<file path="src/euc_btt_pkg.sv">
// shared types and constants for the bank translation table
// payload structs, operation and status codes, sequencer states; no dependencies
package euc_btt_pkg;

   // operation selector codes
   localparam logic [1:0] FUNC_ASSIGN  = 2'd0;
   localparam logic [1:0] FUNC_LOOKUP  = 2'd1;
   localparam logic [1:0] FUNC_REVERSE = 2'd2;
   localparam logic [1:0] FUNC_NONE    = 2'd3;

   // result status codes
   localparam logic [1:0] STAT_OK   = 2'd0;
   localparam logic [1:0] STAT_MISS = 2'd1;
   localparam logic [1:0] STAT_ERR  = 2'd2;

   // fixed field widths
   localparam int CODE_W = 24;
   localparam int BYTE_W = 8;

   // reverse operations pass codes below this value straight through
   localparam logic [CODE_W-1:0] SHORT_LIMIT = 24'h00ffff;
   // lookup keys always carry the high bit of the top byte
   localparam logic [BYTE_W-1:0] KEY_HIGH = 8'h80;

   typedef struct packed {
      logic [1:0]        func;
      logic [CODE_W-1:0] code;
      logic              strict;
   } req_type;

   typedef struct packed {
      logic [CODE_W-1:0] result;
      logic [1:0]        status;
   } rsp_type;

   typedef enum logic [2:0] {
      ST_IDLE,
      ST_READ,
      ST_CMP,
      ST_DONE
   } state_type;

endpackage

</file>
<file path="src/euc_bank_translation_table.sv">
// bank translation table top level: sequencer, entry valid bits, top-byte memory
// depends on euc_btt_pkg for payload structs, codes and states
//
// sequencing: short codes, illegal banks and the unused selector go from idle straight
//   to the done state; a reverse read and each searched entry pass through read and compare
// flow: one item at a time; the scan visits each entry with a memory read, then a compare,
//   over up to BANK_COUNT-1 entries through one read port
// reset: synchronous; clears all entry valid bits together, no clearing pass
module euc_bank_translation_table #(
   parameter int BANK_COUNT = 8
) (
   input  logic                 clock,
   input  logic                 reset,
   input  logic                 req_valid,
   output logic                 req_ready,
   input  euc_btt_pkg::req_type req_data,
   output logic                 rsp_valid,
   input  logic                 rsp_ready,
   output euc_btt_pkg::rsp_type rsp_data
);

   localparam int ENTRIES = BANK_COUNT - 1;
   localparam int IDX_W   = (ENTRIES > 1) ? $clog2(ENTRIES) : 1;
   localparam int BANK_W  = 8;
   localparam logic [BANK_W-1:0] BANK_LIMIT = BANK_W'(BANK_COUNT);
   localparam logic [IDX_W-1:0]  LAST_IDX   = IDX_W'(ENTRIES - 1);

   // control state
   euc_btt_pkg::state_type state_ff, state_in;
   logic [ENTRIES-1:0]     used_ff, used_in;
   logic                   rsp_valid_ff, rsp_valid_in;

   // item and result registers
   logic [1:0]                     func_ff, func_in;
   logic [euc_btt_pkg::CODE_W-1:0] code_ff, code_in;
   logic                           strict_ff, strict_in;
   logic [euc_btt_pkg::BYTE_W-1:0] key_ff, key_in;
   logic [IDX_W-1:0]               idx_ff, idx_in;
   logic [euc_btt_pkg::CODE_W-1:0] res_ff, res_in;
   logic [1:0]                     stat_ff, stat_in;
   euc_btt_pkg::rsp_type           rsp_ff, rsp_in;

   // top-byte memory, one read port at idx_ff
   logic [euc_btt_pkg::BYTE_W-1:0] top_mem [ENTRIES];
   logic [euc_btt_pkg::BYTE_W-1:0] rd_ff;
   logic                           mem_we;

   // combinational helpers
   logic [3:0]                     rev_bank;
   logic [BANK_W-1:0]              bank_num;
   logic                           hit;
   logic                           last;
   logic [euc_btt_pkg::BYTE_W-1:0] rev_top;

   assign req_ready = (state_ff == euc_btt_pkg::ST_IDLE);
   assign rsp_valid = rsp_valid_ff;
   assign rsp_data  = rsp_ff;

   assign rev_bank = req_data.code[19:16];
   assign bank_num = BANK_W'(idx_ff) + BANK_W'(1);
   assign hit      = used_ff[idx_ff] && (rd_ff == key_ff);
   assign last     = (idx_ff == LAST_IDX);
   assign rev_top  = used_ff[idx_ff] ? rd_ff : '0;

   // state and control registers
   always_ff @(posedge clock) begin
      if (reset) begin
         state_ff     <= euc_btt_pkg::ST_IDLE;
         used_ff      <= '0;
         rsp_valid_ff <= 1'b0;
      end else begin
         state_ff     <= state_in;
         used_ff      <= used_in;
         rsp_valid_ff <= rsp_valid_in;
      end
   end

   // payload registers
   always_ff @(posedge clock) begin
      func_ff   <= func_in;
      code_ff   <= code_in;
      strict_ff <= strict_in;
      key_ff    <= key_in;
      idx_ff    <= idx_in;
      res_ff    <= res_in;
      stat_ff   <= stat_in;
      rsp_ff    <= rsp_in;
   end

   // memory write and registered read
   always_ff @(posedge clock) begin
      if (mem_we) begin
         top_mem[idx_ff] <= key_ff;
      end
      rd_ff <= top_mem[idx_ff];
   end

   // sequencer
   always_comb begin
      state_in     = state_ff;
      used_in      = used_ff;
      rsp_valid_in = rsp_valid_ff && !rsp_ready;
      func_in      = func_ff;
      code_in      = code_ff;
      strict_in    = strict_ff;
      key_in       = key_ff;
      idx_in       = idx_ff;
      res_in       = res_ff;
      stat_in      = stat_ff;
      rsp_in       = rsp_ff;
      mem_we       = 1'b0;

      unique case (state_ff)
         euc_btt_pkg::ST_IDLE: begin
            if (req_valid) begin
               func_in   = req_data.func;
               code_in   = req_data.code;
               strict_in = req_data.strict;
               idx_in    = '0;
               stat_in   = euc_btt_pkg::STAT_OK;
               res_in    = req_data.code;
               state_in  = euc_btt_pkg::ST_DONE;
               unique case (req_data.func)
                  euc_btt_pkg::FUNC_ASSIGN: begin
                     key_in = req_data.code[23:16];
                     if (req_data.code[23:16] != '0) begin
                        state_in = euc_btt_pkg::ST_READ;
                     end
                  end
                  euc_btt_pkg::FUNC_LOOKUP: begin
                     key_in = req_data.code[21:14] | euc_btt_pkg::KEY_HIGH;
                     if (req_data.code[23:16] != '0) begin
                        state_in = euc_btt_pkg::ST_READ;
                     end
                  end
                  euc_btt_pkg::FUNC_REVERSE: begin
                     if (req_data.code >= euc_btt_pkg::SHORT_LIMIT) begin
                        if (rev_bank == '0 || BANK_W'(rev_bank) >= BANK_LIMIT) begin
                           res_in  = {8'h00, req_data.code[15:0]};
                           stat_in = euc_btt_pkg::STAT_ERR;
                        end else begin
                           idx_in   = IDX_W'(rev_bank - 4'd1);
                           state_in = euc_btt_pkg::ST_READ;
                        end
                     end
                  end
                  default: begin
                     res_in  = '0;
                     stat_in = euc_btt_pkg::STAT_ERR;
                  end
               endcase
            end
         end

         // memory data for idx_ff lands in rd_ff
         euc_btt_pkg::ST_READ: begin
            state_in = euc_btt_pkg::ST_CMP;
         end

         // compare one entry, or finish a reverse read
         euc_btt_pkg::ST_CMP: begin
            state_in = euc_btt_pkg::ST_DONE;
            stat_in  = euc_btt_pkg::STAT_OK;
            case (func_ff)
               euc_btt_pkg::FUNC_ASSIGN: begin
                  res_in = {bank_num[5:0], 2'b00, code_ff[15:0]};
                  if (!used_ff[idx_ff]) begin
                     mem_we           = 1'b1;
                     used_in[idx_ff]  = 1'b1;
                  end else if (!hit) begin
                     if (last) begin
                        res_in  = {BANK_LIMIT[5:0], 2'b00, code_ff[15:0]};
                        stat_in = euc_btt_pkg::STAT_ERR;
                     end else begin
                        idx_in   = idx_ff + IDX_W'(1);
                        state_in = euc_btt_pkg::ST_READ;
                     end
                  end
               end
               euc_btt_pkg::FUNC_LOOKUP: begin
                  if (hit) begin
                     res_in = {bank_num, 2'b00, code_ff[13:0]};
                  end else if (last) begin
                     if (strict_ff) begin
                        res_in  = {BANK_LIMIT, 2'b00, code_ff[13:0]};
                        stat_in = euc_btt_pkg::STAT_ERR;
                     end else begin
                        res_in  = '0;
                        stat_in = euc_btt_pkg::STAT_MISS;
                     end
                  end else begin
                     idx_in   = idx_ff + IDX_W'(1);
                     state_in = euc_btt_pkg::ST_READ;
                  end
               end
               default: begin
                  res_in = {8'h00, code_ff[15:0]} | {3'b000, rev_top[6:0], 14'h0000};
               end
            endcase
         end

         // hand the result to the output register once it is free
         euc_btt_pkg::ST_DONE: begin
            if (!rsp_valid_ff || rsp_ready) begin
               rsp_in.result = res_ff;
               rsp_in.status = stat_ff;
               rsp_valid_in  = 1'b1;
               state_in      = euc_btt_pkg::ST_IDLE;
            end
         end

         default: begin
            state_in = euc_btt_pkg::ST_IDLE;
         end
      endcase
   end

   // an accepted item always starts work
   assert property (@(posedge clock) disable iff (reset)
      req_valid && req_ready |=> state_ff != euc_btt_pkg::ST_IDLE)
      else $error("accepted item did not start");

   // entries are allocated in order, so valid bits form a prefix
   assert property (@(posedge clock) disable iff (reset)
      ((used_ff + ENTRIES'(1)) & used_ff) == '0)
      else $error("valid bits are not a prefix");

   // memory is written only when allocating a free entry during a compare
   assert property (@(posedge clock) disable iff (reset)
      mem_we |-> state_ff == euc_btt_pkg::ST_CMP && !used_ff[idx_ff]
                 && func_ff == euc_btt_pkg::FUNC_ASSIGN)
      else $error("unexpected table write");

   // an allocated entry is marked valid
   assert property (@(posedge clock) disable iff (reset)
      mem_we |=> used_ff[$past(idx_ff)])
      else $error("allocated entry not marked valid");

   // a result is loaded only from the done state
   assert property (@(posedge clock) disable iff (reset)
      !rsp_valid_ff ##1 rsp_valid_ff |-> $past(state_ff) == euc_btt_pkg::ST_DONE)
      else $error("result raised outside done state");

endmodule

</file>
<file path="config.mk">
export PLATFORM = sky130hd
export DESIGN_NAME = euc_bank_translation_table
export DESIGN_NICKNAME = d
export VERILOG_FILES = /design/src/euc_btt_pkg.sv /design/src/euc_bank_translation_table.sv
export SDC_FILE = /design/constraint.sdc
export NUM_CORES = 1
export LEC_CHECK = 0
export BUFFER_PORTS_ARGS = -buffer_cell sky130_fd_sc_hd__buf_4
export CAP_MARGIN = 20
export CORE_MARGIN = 2
export CORE_UTILIZATION = 47
export CTS_CLUSTER_DIAMETER = 200
export DETAILED_ROUTE_END_ITERATION = 6
export PLACE_DENSITY = 0.68
export SYNTH_ARGS = -nofsm -noshare
export SYNTH_HDL_FRONTEND = slang
export SYNTH_SLANG_ARGS = --single-unit
</file>
<file path="constraint.sdc">
create_clock -name clock -period 3.2 [get_ports clock]
set_input_delay 0.32 -clock clock [delete_from_list [all_inputs] [get_ports clock]]
set_output_delay 0.32 -clock clock [all_outputs]
set_load 0.02 [all_outputs]
</file>
==> impl_metrics.ini, run 1 <==
[global_routing]
grt_pass1_wl_um = 20300
grtUsageTotal_pct = 19.3
grt_pass1_vias = 3613
overflow = 0
grt_max_degree = 39
antenna_found_initial = 0

[cts]
cts_tree = yes
cts.sinks = 156
htreeDepth = 4
cts_buffer_depth = 2
cts_root_buffer = clkbuf_16
numCtsBuffers = 17
clk_latency_ns = 0.42
post_cts_buffers = 0
clk_pin_slew_ns = 0.07
cts_resized = 0
holdBufCountCts = 0

[synth]
synth_seq_cells = 156
synth_xor_area_share_pct = 1.25
syn-cell-area_sq_um = 6300
synthSimpleGateAreaFrac_pct = 8.72
synth_compound_area_share_pct = 10.1
syn_inst = 418
synth.avg_cell_area_sq_um = 15.1
synthArstFlopShare_pct = 0
synth_top_family_by_area = compound AO/OA/AOI/OAI gates
ys.flop_type = edfxtp_1
synth_edf_count = 138
synthMuxAreaShare_pct = 5.46
ys_types = 53
ys_warn_count = 0
yosysSeqAreaShare_pct = 71.5
synthAdderAreaFrac_pct = 0.596
syn-num-nets = 452

[worst_setup_path]
cp-end-kind = register
start_kind = register
reg2reg_slack_ns = 0.57
crit_type = reg2reg
crit_end = idx_ff[1]
r2r_cells = 4
crit_path_max_fanout = 10
cp_data_arrival_time_ns = 2.70
required_ns = 3.27
reg2reg_to = idx_ff[1]
rr_startpoint = idx_ff[1]
cp-startpoint = idx_ff[1]

[floorplanning]
io_pins = 59
start_util_pct = 47.8
die_h_um = 120
dieWidth_um = 120
rows = 42
die_area_sq_um = 14400
core_area_sq_um = 13200

[run_status]
status = finished, final reports clean

[hold_path]
hp-class = in2reg

[sta]
finClkSkew_ns = 0.0133
tns_ns = 0
slew_headroom_pct = 50.7
rsz0062_at_grt = false
setup_viol = 0
max_freq_mhz = 381
period_share_pct = 82.1
hold_violations = 0
worst_pin_slew_ns = 0.739
slew_viol_final = 0
fin_hold_ws_ns = 0.0792
finalCriticalPeriod_ns = 2.63

[drt]
drt-pass1-iter-count = 5
via_count = 3770
vias_per_cell = 5.57
drc_errors = 0
wl_per_cell_um = 19.5
drtIter0Drc = 286
totalWireLength_um = 13200
ant_nets = 0

[place]
routabilityCongestion = 0.900
io_buffer_count = 58
dpl_cell_area_sq_um = 6970
dp_hpwl_um = 9010

[run]
drv_cap = 0

[final_layout]
post-route-util_pct = 57.1
fillers = 1030
final_area_sq_um = 7530
area_growth_pct = 19.5
antenna_cells = 0
final_common_cell = edfxtp_1
layout_common_cells = 138 x edfxtp_1, 72 x buf_4, 28 x nor2_1
fin_nets = 522
multi_input_area_sq_um = 1660
drive_above_1_share_pct = 26.3
regArea_sq_um = 4500

[power_and_ir_drop]
p_per_area_nw_per_um2 = 647
p_leak_nw = 2.69
peakVddDrop_mv = 0.357
-- worst min path at each step --
stage,from,endpoint,slack (ns),depth (start not counted)
after detailed placement,stat_ff[1],rsp_data[1],0.40,0
after global routing,req_data[0],strict_ff,0.07,1
after CTS,req_data[0],strict_ff,0.06,1
after global placement,res_ff[21],rsp_data[23],0.40,0
final,req_data[0],strict_ff,0.08,1
after floorplan,stat_ff[0],rsp_data[0],0.40,0
-- per-layer routing --
| layer | track usage [%] | wire length, um |
|---|---|---|
| met5 | 0 | 0 |
| met1 | 25.5 | 5600 |
| met2 | 31.1 | 6570 |
| met4 | 6.99 | 187 |
| met3 | 5.04 | 848 |
-- cell families after synthesis --
kind of cell	count (synthesis)
DFF	156
and+or+nand+nor	103
AOI/OAI and AO/OA	85
buffers and inverters	33
muxes	29
xor gates and xnor gates	9
adders and majority gates	3
-- cell usage after synthesis (2+ instances only) --
| library cell | count | area (sq um) |
|---|---|---|
| o21ai_0 | 11 | 55.1 |
| and3_1 | 3 | 18.8 |
| nand4_1 | 4 | 25.0 |
| buf_6 | 3 | 33.8 |
| clkbuf_1 | 13 | 48.8 |
| a22oi_1 | 7 | 52.6 |
| ha_1 | 3 | 37.5 |
| xor2_1 | 8 | 70.1 |
| inv_1 | 11 | 41.3 |
| or4_1 | 2 | 15.0 |
| a211o_1 | 2 | 17.5 |
| a21oi_1 | 14 | 70.1 |
| mux2i_1 | 13 | 130 |
| nor3b_1 | 2 | 15.0 |
| nor3_1 | 5 | 25.0 |
| o221ai_1 | 6 | 52.6 |
| nand3_1 | 5 | 25.0 |
| a31oi_1 | 8 | 50.1 |
| buf_2 | 2 | 10.0 |
| mux4_2 | 3 | 67.6 |
| nor2_1 | 28 | 105 |
| or2_2 | 2 | 12.5 |
| o2bb2ai_1 | 2 | 17.5 |
| a22o_1 | 20 | 175 |
| mux2_1 | 3 | 33.8 |
| nand2b_1 | 9 | 56.3 |
| mux2_2 | 10 | 113 |
| nor4_2 | 5 | 62.6 |
| nor4_1 | 2 | 12.5 |
| a211oi_1 | 2 | 15.0 |
| dfxtp_1 | 18 | 360 |
| edfxtp_1 | 138 | 4140 |
| o31ai_1 | 2 | 15.0 |
| buf_1 | 3 | 11.3 |
| nand2_1 | 23 | 86.3 |
| and2_1 | 2 | 12.5 |
| nor2b_1 | 8 | 50.1 |
-- flip-flops by register name (all words and copies together), names as in the netlist --
name	cells
code_ff	16
func_ff	2
idx_ff	3
key_ff	8
rd_ff	8
res_ff	24
rsp_data	26
rsp_valid	1
stat_ff	2
state_ff	2
strict_ff	1
top_mem	56
used_ff	7
-- power breakdown --
part | switching (mW) | internal, mW | total (mW)
Combinational | 0.314 | 0.208 | 0.523
Sequential | 0.0776 | 2.38 | 2.45
Clock | 0.813 | 1.08 | 1.90
Total | 1.20 | 3.67 | 4.87
-- critical path, stage by stage, from the launching register on --
cell      delay, ns
edfxtp_1       0.52
mux2_1         0.36
mux4_2         0.64
a211o_1        0.31
a211oi_1       0.45
-- per-stage QoR --
step | total power, mW | instances | worst slack [ns]
floorplan | 2.83 | 418 | 0.148
global placement | 3.00 | 645 | 0.671
detailed placement | 3.01 | 645 | 0.589
CTS | 4.91 | 677 | 0.562
global route | 5.05 | 677 | 0.468
finish | 4.87 | 677 | 0.574
-- area by class of cell --
cell class              instances  share of cell area, %
clock inverters                15                   1.84
flip-flops and latches        156                   59.8
repair buffers                 72                   7.18
well taps                     176                   2.92
inverters                      12                  0.598
clock buffers                  17                   5.65
multi-input cells             229                   22.0
Note: power is estimated with default switching activity, not from simulation.
==> run 2: changes to the inputs <==
Settings changed: PLACE_DENSITY 0.68 to 0.66.
Clock period 3.2 ns to 2.7 ns, I/O delays scaled along.
==> impl_metrics.ini, run 2 (synthesis gave the netlist of run 1 again) <==
[cts]
htreeDepth = 4
cts_buffer_depth = 2
clk_pin_slew_ns = 0.06
cts_root_buffer = clkbuf_16
post_cts_buffers = 0
cts_tree = yes
holdBufCountCts = 0
clk_latency_ns = 0.42
numCtsBuffers = 17
cts.sinks = 156

[drt]
drc_errors = 0
totalWireLength_um = 12900
drtIter0Drc = 348
ant_nets = 0
wl_per_cell_um = 19.0
via_count = 3762
drt-pass1-iter-count = 5
vias_per_cell = 5.52

[sta]
finClkSkew_ns = 0.0109
tns_ns = 0
setup_viol = 0
slew_headroom_pct = 53.3
finalCriticalPeriod_ns = 2.54
period_share_pct = 94.1
hold_violations = 0
fin_ws_ns = 0.159
slew_viol_final = 0
rsz0062_at_grt = false
max_freq_mhz = 394
worst_pin_slew_ns = 0.699

[place]
routabilityCongestion = 0.857
dp_slack_ns = 0.0769
io_buffer_count = 58
dp_hpwl_um = 9150

[floorplanning]
die_area_sq_um = 14400
rows = 42
start_util_pct = 47.8
io_pins = 59
die_h_um = 120
dieWidth_um = 120
core_area_sq_um = 13200

[final_layout]
regMostFlops = top_mem
layout_common_cells = 138 x edfxtp_1, 74 x buf_4, 28 x nor2_1
fillers = 1054
multi_input_area_sq_um = 1660
regArea_sq_um = 4500
drive_above_1_share_pct = 27.5
area_growth_pct = 20.3
post-route-util_pct = 57.5
antenna_cells = 0
final_common_cell = edfxtp_1
largest_reg_flops = 56
fin_nets = 526

[global_routing]
grtUsageMet3_pct = 5.09
grt_busiest_layer = met2
antenna_found_initial = 0
grt_max_degree = 35
grtUsageTotal_pct = 19.3
overflow = 0
met1_usage_pct = 26.4
grt_use_met2_pct = 30.5
grt_pass1_vias = 3781
grt_pass1_wl_um = 20700

[worst_setup_path]
crit_path_max_fanout = 8
cp-end-kind = register
required_ns = 2.79
r2r_cells = 6
crit_type = reg2reg
start_kind = register
cp_data_arrival_time_ns = 2.63

[run]
drv_cap = 0

[power_and_ir_drop]
p_per_area_nw_per_um2 = 762
p_leak_nw = 2.71
peakVddDrop_mv = 0.425

[hold_path]
hold_depth = 1
hp-class = in2reg

[run_status]
status = finished, final reports clean
-- run 2: timing repair --
item	in CTS	in global routing
gates resized for setup	0	4
endpoints found under the hold margin	0	0
endpoints found under the setup margin	0	5
-- run 2: area by class of cell --
| class | instances | area share (%) |
|---|---|---|
| Clock inverter | 15 | 1.81 |
| Multi-Input combinational cell | 229 | 21.9 |
| Clock buffer | 17 | 5.61 |
| Timing Repair Buffer | 76 | 7.74 |
| Inverter | 12 | 0.594 |
| Sequential cell | 156 | 59.4 |
| Tap cell | 176 | 2.90 |
-- run 2: worst max-delay path, stage by stage (launching register included) --
cell and delay, ns:
edfxtp_1 0.55, buf_4 0.21, and2b_1 0.17, mux4_2 0.60, nor2_4 0.26, nand3_1 0.14
inv_1 0.28
-- run 2: path summary, 6_finish.rpt --
path	slack, ns	to	startpoint
setup / recovery	0.16	top_mem[3][7]	idx_ff[1]
hold / removal	0.03	strict_ff	req_data[0]
setup reg to reg	0.16	top_mem[3][7]	idx_ff[1]
hold reg to reg	0.42	rsp_data[25]	res_ff[23]
-- run 2: where the power goes --
part           internal (mW)  switching [mW]  leakage [nW]  total (mW)
Combinational          0.260           0.382          1.00       0.643
Sequential              2.82          0.0888          1.43        2.90
Clock                   1.28           0.954         0.272        2.23
-- run 2: per-stage QoR --
| stage | total power, mW | cell area, sq um | hold WS, ns | std cells |
|---|---|---|---|---|
| after floorplan | 3.35 | 6310 | 0.369 | 418 |
| after global placement | 3.57 | 7010 | 0.401 | 649 |
| after detailed placement | 3.59 | 7010 | 0.405 | 649 |
| after CTS | 5.82 | 7570 | 0.0228 | 681 |
| after global routing | 6.01 | 7580 | 0.0210 | 681 |
| final | 5.78 | 7580 | 0.0317 | 681 |
-- run 2: metal layers --
layer	wire (um)	vias to the layer above
met5	0	-
met4	178	0
met3	590	15
met2	6220	111
met1	5930	1868
li1	-	1768
